--- src/hw/rtl/apc_pkg.sv ---
// ----------------------------------------------------------------------------
// apc_pkg
// Shared types and constants of the application protocol classifier:
// per-payload tracking state, port settings, class codes and SIP prefixes.
// ----------------------------------------------------------------------------
package apc_pkg;

	// class codes
	localparam logic [2:0] CLASS_NONE  = 3'd0;
	localparam logic [2:0] CLASS_DHCP  = 3'd1;
	localparam logic [2:0] CLASS_QUIC  = 3'd2;
	localparam logic [2:0] CLASS_MQTT  = 3'd3;
	localparam logic [2:0] CLASS_VXLAN = 3'd4;
	localparam logic [2:0] CLASS_SIP   = 3'd5;

	// transport kinds
	localparam logic [1:0] XPORT_UDP = 2'd1;
	localparam logic [1:0] XPORT_TCP = 2'd2;

	// configuration register indexes
	localparam logic [2:0] REG_DHCP_SERVER = 3'd0;
	localparam logic [2:0] REG_DHCP_CLIENT = 3'd1;
	localparam logic [2:0] REG_QUIC        = 3'd2;
	localparam logic [2:0] REG_MQTT        = 3'd3;
	localparam logic [2:0] REG_VXLAN       = 3'd4;
	localparam logic [2:0] REG_SIP         = 3'd5;

	// port reset values
	localparam logic [15:0] RST_DHCP_SERVER = 16'd67;
	localparam logic [15:0] RST_DHCP_CLIENT = 16'd68;
	localparam logic [15:0] RST_QUIC        = 16'd443;
	localparam logic [15:0] RST_MQTT        = 16'd1883;
	localparam logic [15:0] RST_VXLAN       = 16'd4789;
	localparam logic [15:0] RST_SIP         = 16'd5060;

	// header constants
	localparam logic [31:0] DHCP_COOKIE  = 32'h63825363;
	localparam logic [31:0] QUIC_V_NEG   = 32'h00000000;
	localparam logic [31:0] QUIC_V1      = 32'h00000001;
	localparam logic [31:0] QUIC_V2      = 32'h6b3343cf;
	localparam logic [31:0] QUIC_DRAFT29 = 32'hff00001d;
	localparam logic [31:0] QUIC_DRAFT32 = 32'hff000020;
	localparam logic [3:0]  MQTT_TYPE_BAD = 4'hf;
	localparam logic [7:0]  COUNT_MAX    = 8'd255;

	// sip prefixes, left aligned in 10 bytes
	localparam int SIP_COUNT = 14;
	localparam logic [79:0] SIP_TEXT [0:SIP_COUNT-1] = '{
		{"INVITE ",    24'h0},
		{"ACK ",       48'h0},
		{"BYE ",       48'h0},
		{"CANCEL ",    24'h0},
		{"REGISTER ",   8'h0},
		{"OPTIONS ",   16'h0},
		{"PRACK ",     32'h0},
		{"SUBSCRIBE "},
		{"NOTIFY ",    24'h0},
		{"PUBLISH ",   16'h0},
		{"INFO ",      40'h0},
		{"REFER ",     32'h0},
		{"MESSAGE ",   16'h0},
		{"SIP/2.0 ",   16'h0}
	};
	localparam logic [7:0] SIP_LEN [0:SIP_COUNT-1] = '{
		8'd7, 8'd4, 8'd4, 8'd7, 8'd9, 8'd8, 8'd6,
		8'd10, 8'd7, 8'd8, 8'd5, 8'd6, 8'd8, 8'd8
	};

	// per-payload tracking state
	typedef struct packed {
		logic [7:0]           count;
		logic [7:0]           first_hdr;
		logic [31:0]          version;
		logic [31:0]          cookie;
		logic                 len_cont;
		logic [SIP_COUNT-1:0] live;
		logic                 matched;
	} flow_state_t;

	localparam flow_state_t FLOW_CLEAR = '{
		count:     8'd0,
		first_hdr: 8'd0,
		version:   32'd0,
		cookie:    32'd0,
		len_cont:  1'b1,
		live:      {SIP_COUNT{1'b1}},
		matched:   1'b0
	};

	// configured ports
	typedef struct packed {
		logic [15:0] dhcp_server;
		logic [15:0] dhcp_client;
		logic [15:0] quic;
		logic [15:0] mqtt;
		logic [15:0] vxlan;
		logic [15:0] sip;
	} port_cfg_t;

	// character of prefix k at byte position pos (pos below its length)
	function automatic logic [7:0] sip_char(input logic [79:0] text, input logic [3:0] pos);
		logic [79:0] t;
		t = text << {pos, 3'b000};
		return t[79:72];
	endfunction

endpackage

--- src/hw/rtl/apc_track.sv ---
// ----------------------------------------------------------------------------
// apc_track
// Per-payload state update for one transaction: clear on first item, then
// fold in the payload byte (header capture, cookie capture, sip prefixes).
// ----------------------------------------------------------------------------
module apc_track import apc_pkg::*; (
	input  flow_state_t cur,
	input  logic        first_item,
	input  logic        has_byte,
	input  logic [7:0]  payload_byte,
	output flow_state_t upd
);

	flow_state_t base;

	// start from a clean state on the first item
	assign base = first_item ? FLOW_CLEAR : cur;

	// byte update, frozen once the counter saturates
	always_comb begin
		upd = base;
		if (has_byte && base.count != COUNT_MAX) begin
			if (base.count == 8'd0) begin
				upd.first_hdr = payload_byte;
			end
			if (base.count >= 8'd1 && base.count <= 8'd4) begin
				upd.version  = {base.version[23:0], payload_byte};
				upd.len_cont = base.len_cont & payload_byte[7];
			end
			if (base.count >= 8'd236 && base.count <= 8'd239) begin
				upd.cookie = {base.cookie[23:0], payload_byte};
			end
			for (int k = 0; k < SIP_COUNT; k++) begin
				if (base.count < SIP_LEN[k]) begin
					if (payload_byte != sip_char(SIP_TEXT[k], base.count[3:0])) begin
						upd.live[k] = 1'b0;
					end else if (base.count == SIP_LEN[k] - 8'd1 && base.live[k]) begin
						upd.matched = 1'b1;
					end
				end
			end
			upd.count = base.count + 8'd1;
		end
	end

endmodule

--- src/hw/rtl/apc_decide.sv ---
// ----------------------------------------------------------------------------
// apc_decide
// Decoder checks on the updated payload state and the priority pick of
// the class for UDP and TCP.
// ----------------------------------------------------------------------------
module apc_decide import apc_pkg::*; (
	input  flow_state_t st,
	input  logic [15:0] flow_src,
	input  logic [15:0] flow_dst,
	input  logic [1:0]  transport,
	input  port_cfg_t   cfg,
	output logic [2:0]  cls
);

	logic hit_dhcp, hit_quic, hit_mqtt, hit_vxlan, hit_sip;
	logic is_dhcp, is_quic, is_mqtt, is_vxlan, is_sip;
	logic ver_ok;
	logic [3:0] mqtt_type;

	// port matches
	assign hit_dhcp  = flow_src == cfg.dhcp_server || flow_dst == cfg.dhcp_server ||
	                   flow_src == cfg.dhcp_client || flow_dst == cfg.dhcp_client;
	assign hit_quic  = flow_src == cfg.quic  || flow_dst == cfg.quic;
	assign hit_mqtt  = flow_src == cfg.mqtt  || flow_dst == cfg.mqtt;
	assign hit_vxlan = flow_src == cfg.vxlan || flow_dst == cfg.vxlan;
	assign hit_sip   = flow_src == cfg.sip   || flow_dst == cfg.sip;

	// decoder checks
	assign ver_ok    = st.version == QUIC_V_NEG || st.version == QUIC_V1 ||
	                   st.version == QUIC_V2 || st.version == QUIC_DRAFT29 ||
	                   st.version == QUIC_DRAFT32;
	assign mqtt_type = st.first_hdr[7:4];
	assign is_dhcp   = hit_dhcp && st.count >= 8'd240 && st.cookie == DHCP_COOKIE;
	assign is_quic   = hit_quic && st.count >= 8'd6 &&
	                   (st.first_hdr[7] ? ver_ok : st.first_hdr[6]);
	assign is_mqtt   = hit_mqtt && st.count >= 8'd2 && mqtt_type != 4'd0 &&
	                   mqtt_type != MQTT_TYPE_BAD && !(st.count >= 8'd5 && st.len_cont);
	assign is_vxlan  = hit_vxlan && st.count >= 8'd8 && st.first_hdr[3];
	assign is_sip    = hit_sip && st.matched;

	// priority pick per transport
	always_comb begin
		cls = CLASS_NONE;
		unique case (transport)
			XPORT_UDP: begin
				if (is_dhcp)       cls = CLASS_DHCP;
				else if (is_quic)  cls = CLASS_QUIC;
				else if (is_mqtt)  cls = CLASS_MQTT;
				else if (is_vxlan) cls = CLASS_VXLAN;
			end
			XPORT_TCP: begin
				if (is_sip)       cls = CLASS_SIP;
				else if (is_mqtt) cls = CLASS_MQTT;
			end
			default: cls = CLASS_NONE;
		endcase
	end

endmodule

--- src/hw/rtl/app_protocol_classifier.sv ---
// ----------------------------------------------------------------------------
// app_protocol_classifier
// Streaming classifier of transport payloads into application protocols.
// ----------------------------------------------------------------------------
// Usage:
//   Input channel (in_valid / in_stall) carries one payload byte per
//   transaction with has_byte, first_item, last_item; ports and transport
//   kind are sampled on first_item. Output channel (out_valid / out_stall)
//   carries one transaction per payload, given for its last item:
//   protocol_class and claimed.
//   Config writes (cfg_wr_en, cfg_index, cfg_data) set the six port
//   registers; indexes above 5 are ignored. Write only while idle.
//   Result path: a last item passes the input register, then the result
//   register, which raises out_valid; a stalled full result register holds it.
//   Throughput: one input transaction per cycle while in_stall is low, set
//   by the single pass of state update and decoder logic between the registers.
//   Reset: clears the payload state, held ports, both registers' valid
//   flags and loads the default port values.
//   Stall: while the result register is full and stalled, a last item in
//   the input register waits and in_stall rises; other items keep flowing.
// ----------------------------------------------------------------------------
module app_protocol_classifier import apc_pkg::*; (
	input  logic        clk,
	input  logic        arst_n,
	// config port
	input  logic        cfg_wr_en,
	input  logic [2:0]  cfg_index,
	input  logic [15:0] cfg_data,
	// input channel
	input  logic        in_valid,
	output logic        in_stall,
	input  logic [7:0]  payload_byte,
	input  logic        has_byte,
	input  logic        first_item,
	input  logic        last_item,
	input  logic [15:0] source_port,
	input  logic [15:0] dest_port,
	input  logic [1:0]  transport_kind,
	// output channel
	output logic        out_valid,
	input  logic        out_stall,
	output logic [2:0]  protocol_class,
	output logic        claimed
);

	port_cfg_t   cfg_q;
	flow_state_t state_q;
	flow_state_t state_upd;
	logic [15:0] src_q, dst_q;
	logic [1:0]  xport_q;

	logic        valid_s1;
	logic [7:0]  byte_s1;
	logic        has_s1, first_s1, last_s1;
	logic [15:0] src_s1, dst_s1;
	logic [1:0]  xport_s1;

	logic        out_valid_q;
	logic [2:0]  class_q;
	logic        in_acc, adv_s1;
	logic [15:0] src_eff, dst_eff;
	logic [1:0]  xport_eff;
	logic [2:0]  cls;

	// handshake
	assign adv_s1   = valid_s1 && (!last_s1 || !out_valid_q || !out_stall);
	assign in_stall = valid_s1 && !adv_s1;
	assign in_acc   = in_valid && !in_stall;

	// config registers
	always_ff @(posedge clk or negedge arst_n) begin
		if (!arst_n) begin
			cfg_q.dhcp_server <= RST_DHCP_SERVER;
			cfg_q.dhcp_client <= RST_DHCP_CLIENT;
			cfg_q.quic        <= RST_QUIC;
			cfg_q.mqtt        <= RST_MQTT;
			cfg_q.vxlan       <= RST_VXLAN;
			cfg_q.sip         <= RST_SIP;
		end else if (cfg_wr_en) begin
			unique case (cfg_index)
				REG_DHCP_SERVER: cfg_q.dhcp_server <= cfg_data;
				REG_DHCP_CLIENT: cfg_q.dhcp_client <= cfg_data;
				REG_QUIC:        cfg_q.quic        <= cfg_data;
				REG_MQTT:        cfg_q.mqtt        <= cfg_data;
				REG_VXLAN:       cfg_q.vxlan       <= cfg_data;
				REG_SIP:         cfg_q.sip         <= cfg_data;
				default: ;
			endcase
		end
	end

	// input register, valid flag
	always_ff @(posedge clk or negedge arst_n) begin
		if (!arst_n) begin
			valid_s1 <= 1'b0;
		end else if (in_acc) begin
			valid_s1 <= 1'b1;
		end else if (adv_s1) begin
			valid_s1 <= 1'b0;
		end
	end

	// input register, payload
	always_ff @(posedge clk) begin
		if (in_acc) begin
			byte_s1  <= payload_byte;
			has_s1   <= has_byte;
			first_s1 <= first_item;
			last_s1  <= last_item;
			src_s1   <= source_port;
			dst_s1   <= dest_port;
			xport_s1 <= transport_kind;
		end
	end

	// ports and transport seen by this transaction
	assign src_eff   = first_s1 ? src_s1 : src_q;
	assign dst_eff   = first_s1 ? dst_s1 : dst_q;
	assign xport_eff = first_s1 ? xport_s1 : xport_q;

	apc_track u_track (
		.cur          (state_q),
		.first_item   (first_s1),
		.has_byte     (has_s1),
		.payload_byte (byte_s1),
		.upd          (state_upd)
	);

	apc_decide u_decide (
		.st        (state_upd),
		.flow_src  (src_eff),
		.flow_dst  (dst_eff),
		.transport (xport_eff),
		.cfg       (cfg_q),
		.cls       (cls)
	);

	// payload state and held ports
	always_ff @(posedge clk or negedge arst_n) begin
		if (!arst_n) begin
			state_q <= FLOW_CLEAR;
			src_q   <= 16'd0;
			dst_q   <= 16'd0;
			xport_q <= 2'd0;
		end else if (adv_s1) begin
			state_q <= last_s1 ? FLOW_CLEAR : state_upd;
			src_q   <= src_eff;
			dst_q   <= dst_eff;
			xport_q <= xport_eff;
		end
	end

	// result register, valid flag
	always_ff @(posedge clk or negedge arst_n) begin
		if (!arst_n) begin
			out_valid_q <= 1'b0;
		end else if (adv_s1 && last_s1) begin
			out_valid_q <= 1'b1;
		end else if (!out_stall) begin
			out_valid_q <= 1'b0;
		end
	end

	// result register, payload
	always_ff @(posedge clk) begin
		if (adv_s1 && last_s1) begin
			class_q <= cls;
		end
	end

	assign out_valid      = out_valid_q;
	assign protocol_class = class_q;
	assign claimed        = class_q != CLASS_NONE;

endmodule

--- config.mk ---
export PLATFORM = sky130hd
export DESIGN_NAME = app_protocol_classifier
export DESIGN_NICKNAME = d
export VERILOG_FILES = /design/src/hw/rtl/apc_pkg.sv /design/src/hw/rtl/apc_track.sv /design/src/hw/rtl/apc_decide.sv /design/src/hw/rtl/app_protocol_classifier.sv
export SDC_FILE = /design/constraint.sdc
export NUM_CORES = 1
export LEC_CHECK = 0
export BUFFER_PORTS_ARGS = -buffer_cell sky130_fd_sc_hd__buf_2
export CAP_MARGIN = 20
export CELL_PAD_IN_SITES_DETAIL_PLACEMENT = 0
export CELL_PAD_IN_SITES_GLOBAL_PLACEMENT = 1
export CORE_MARGIN = 2
export CORE_UTILIZATION = 55
export CTS_BUF_LIST = sky130_fd_sc_hd__clkbuf_4 sky130_fd_sc_hd__clkbuf_8
export DETAILED_ROUTE_END_ITERATION = 10
export HOLD_SLACK_MARGIN = 0.1
export PLACE_DENSITY_LB_ADDON = 0.3
export SETUP_SLACK_MARGIN = 0.05
export SYNTH_ARGS = -nofsm -noshare
export SYNTH_HDL_FRONTEND = slang
export SYNTH_HIERARCHICAL = 1
export SYNTH_SLANG_ARGS = --single-unit
--- constraint.sdc ---
create_clock -name clk -period 11.2 [get_ports clk]
set_input_delay 1.68 -clock clk [delete_from_list [all_inputs] [get_ports clk]]
set_output_delay 1.68 -clock clk [all_outputs]
set_load 0.005 [all_outputs]
==> results.yml <==
setup_path:
  path_class: "register to register"
  setup.worst_path.start: "first_s1$_DFFE_PP_"
  cp_cell_sequence: "buf_4, nand2b_1, inv_2, nand3_1, o21a_1, o21ai_0, o21ba_2, o21ai_0, or4_4, nor4_2, a31oi_1, o211ai_2, nand2_1, a21o_1, a211o_1"
  regToRegEndpoint: "protocol_class[0]$_DFFE_PP_"
  crit_arrival_ns: 6.27
  cpPeakStageDelay_ns: 0.83
  endpoint_kind: "register"
  reg2reg_from: "first_s1$_DFFE_PP_"
  ff2ff_path_depth: 15
  required_ns: 11.54
  cpMostUsedCell: "o21ai_0"
  crit_fanout: 69
  worstSetupStartpointType: "register"
  crit_slowest_cell: "o21ba_2"
  r2r_slack_ns: 5.26
pwr:
  leakagePower_uw: 0.00723
  power.internal_uw: 2060
  seq_power_share_pct: 43.3
  combPwrFrac_pct: 23.4
  p_clk_share_pct: 33.3
  ir_drop_mv: 0.140
  p_sw_share_pct: 31.7
  switchingPower_uw: 957
  power_density_nw_per_um2: 166
cts:
  numCtsBuffers: 47
  cts-resized-gates: 0
  clk_latency_ns: 0.62
  cts.reportedPaths.clkPinSlew_ns: 0.07
  h-tree-depth: 2
  cts.sinks: 273
  cts_tree: "done"
  cts_hold_buf: 0
  cts-root-buf: "clkbuf_8"
  post_cts_buffers: 0
  clock_path_buffers: 3
routing:
  routed-via-count: 13100
  drc: 0
  via_per_inst: 6.30
  drt-pass1-iter-count: 6
  final_antenna_net_count: 0
  routed_wl_um: 48000
  drt_iter0_drc: 1459
  wl_per_cell_um: 23.1
run_status:
  status: "finished clean"
hold_path:
  worstHoldStart: "dst_q[6]$_DFFE_PN0P_"
  hold_depth: 1
  hold_end: "dst_q[6]$_DFFE_PN0P_"
  hold_class: "register to register"
timing:
  fmax_mhz: 168
  tns_ns: 0
  fin_skew_ns: 0.0352
  min_period_ns: 5.94
  rsz0062_at_grt: "false"
  tightest_slew_ns: 1.03
  setup_viol: 0
  hold_viol: 0
  setup_slack_ns: 5.26
  finalMaxSlewViolations: 0
  finalCritPeriodShare_pct: 53.0
  maxSlewHeadroom_pct: 31.4
  whs_ns: 0.504
placed_design:
  io_buffers: 74
  dp_slack_ns: 5.42
  gp_congestion: 0.968
  dp_hpwl_um: 31900
  dp_cells: 1985
cells_and_area:
  layout-drive-gt1-share_pct: 25.5
  nNetsFinal: 1728
  regArea_um2: 7130
  fillCellCount: 2511
  fin_cells: 2074
  multiInputGateArea_um2: 8850
  antenna_cells: 0
  syn_to_final_growth_pct: 8.33
synthesis:
  netlist_instances: 1647
  syn_avg_cell_area_um2: 10.2
  synth_area_um2: 16700
  ys_warn_count: 6
  synth_nets: 1730
flow_run:
  drv_cap: 0
die:
  start_util_pct: 56.2
  die_y_um: 178
  io_pins: 75
  fp-row-count: 63
  die_x_um: 178
  core-area_um2: 29800
  die_area_um2: 31800
global_routing:
  grt_usage_pct: 30.2
  overflow: 0
  grt_pass1_vias: 12800
  antenna_found_initial: 0
  grt_pass1_wl_um: 73300
  grt_max_degree: 90
cell usage in the layout (no fill, tap or decap), drive strengths merged, types with 5 or more instances in the layout:
cell and count:
clkbuf 81, nor2 46, or4 6, nand4 42, nand2 194, buf 93, xor2 177, nor4b 8
a21oi 104, o22a 17, or3 7, dfstp 48, dfrtp 177, nor4 58, inv 20, o221ai 5
nor3b 7, nand3 16, nor3 17, and3 10, xnor2 62, edfxtp 48, nand2b 14, o22ai 9
ha 14, nor2b 10, o21ai 61, a22o 79, mux2 164
layer usage:
layer	routed length [um]	share of wire, %	GRT usage, %	vias to the layer above
met3	3000	6.2	4.18	144
met2	23300	49	50.8	562
met1	19500	41	38.3	6435
met5	0	0	0	-
li1	-	-	-	5919
met4	2200	4.6	14.6	0
how the worst max path moves through the flow:
stage,end,slack [ns],cells past startpoint
after floorplan,protocol_class[0]$_DFFE_PP_,6.79,19
after global placement,protocol_class[0]$_DFFE_PP_,5.62,15
after detailed placement,protocol_class[0]$_DFFE_PP_,5.42,15
after CTS,protocol_class[0]$_DFFE_PP_,5.38,15
after global routing,protocol_class[0]$_DFFE_PP_,4.80,15
final,protocol_class[0]$_DFFE_PP_,5.26,15
power by group through the flow:
stage	Clock (uW)	Sequential [uW]	Combinational, uW
after floorplan	0	1270	526
after global placement	0	1310	678
after detailed placement	0	1320	689
after CTS	1020	1310	694
after global routing	1070	1320	752
final	1010	1310	707
sequential cells by signal, indices dropped and copies added (netlist names):
name            cells
xport_s1            2
first_s1            1
last_s1             1
xport_q             2
cfg_q              96
src_q              16
dst_q              16
dst_s1             16
valid_s1            1
state_q            93
has_s1              1
out_valid           1
protocol_class      3
byte_s1             8
src_s1             16
final cells by class:
class,instances,share of cell area (%)
tap,390,2.69
clock buffer,81,5.25
clock inverter,7,0.607
timing repair buffer,93,2.95
multi-input combinational,1212,48.8
sequential,273,39.3
inverter,18,0.373
metrics by stage:
step                      instance area [um2]  total power (uW)  util (%)
after global placement                  17100              1990      57.2
after global routing                    18100              3150      60.9
after floorplan                         16700              1800         -
after CTS                               18100              3020      60.8
final                                   18100              3020      60.9
after detailed placement                17100              2010      57.2
critical path: cells and delay by family (launching register included):
family | cells | cell delay, ns
flops | 1 | 0.67
simple gates | 5 | 1.65
buf+inv | 2 | 0.85
compound gates | 8 | 2.46
Note: power is estimated with default switching activity, not from simulation.
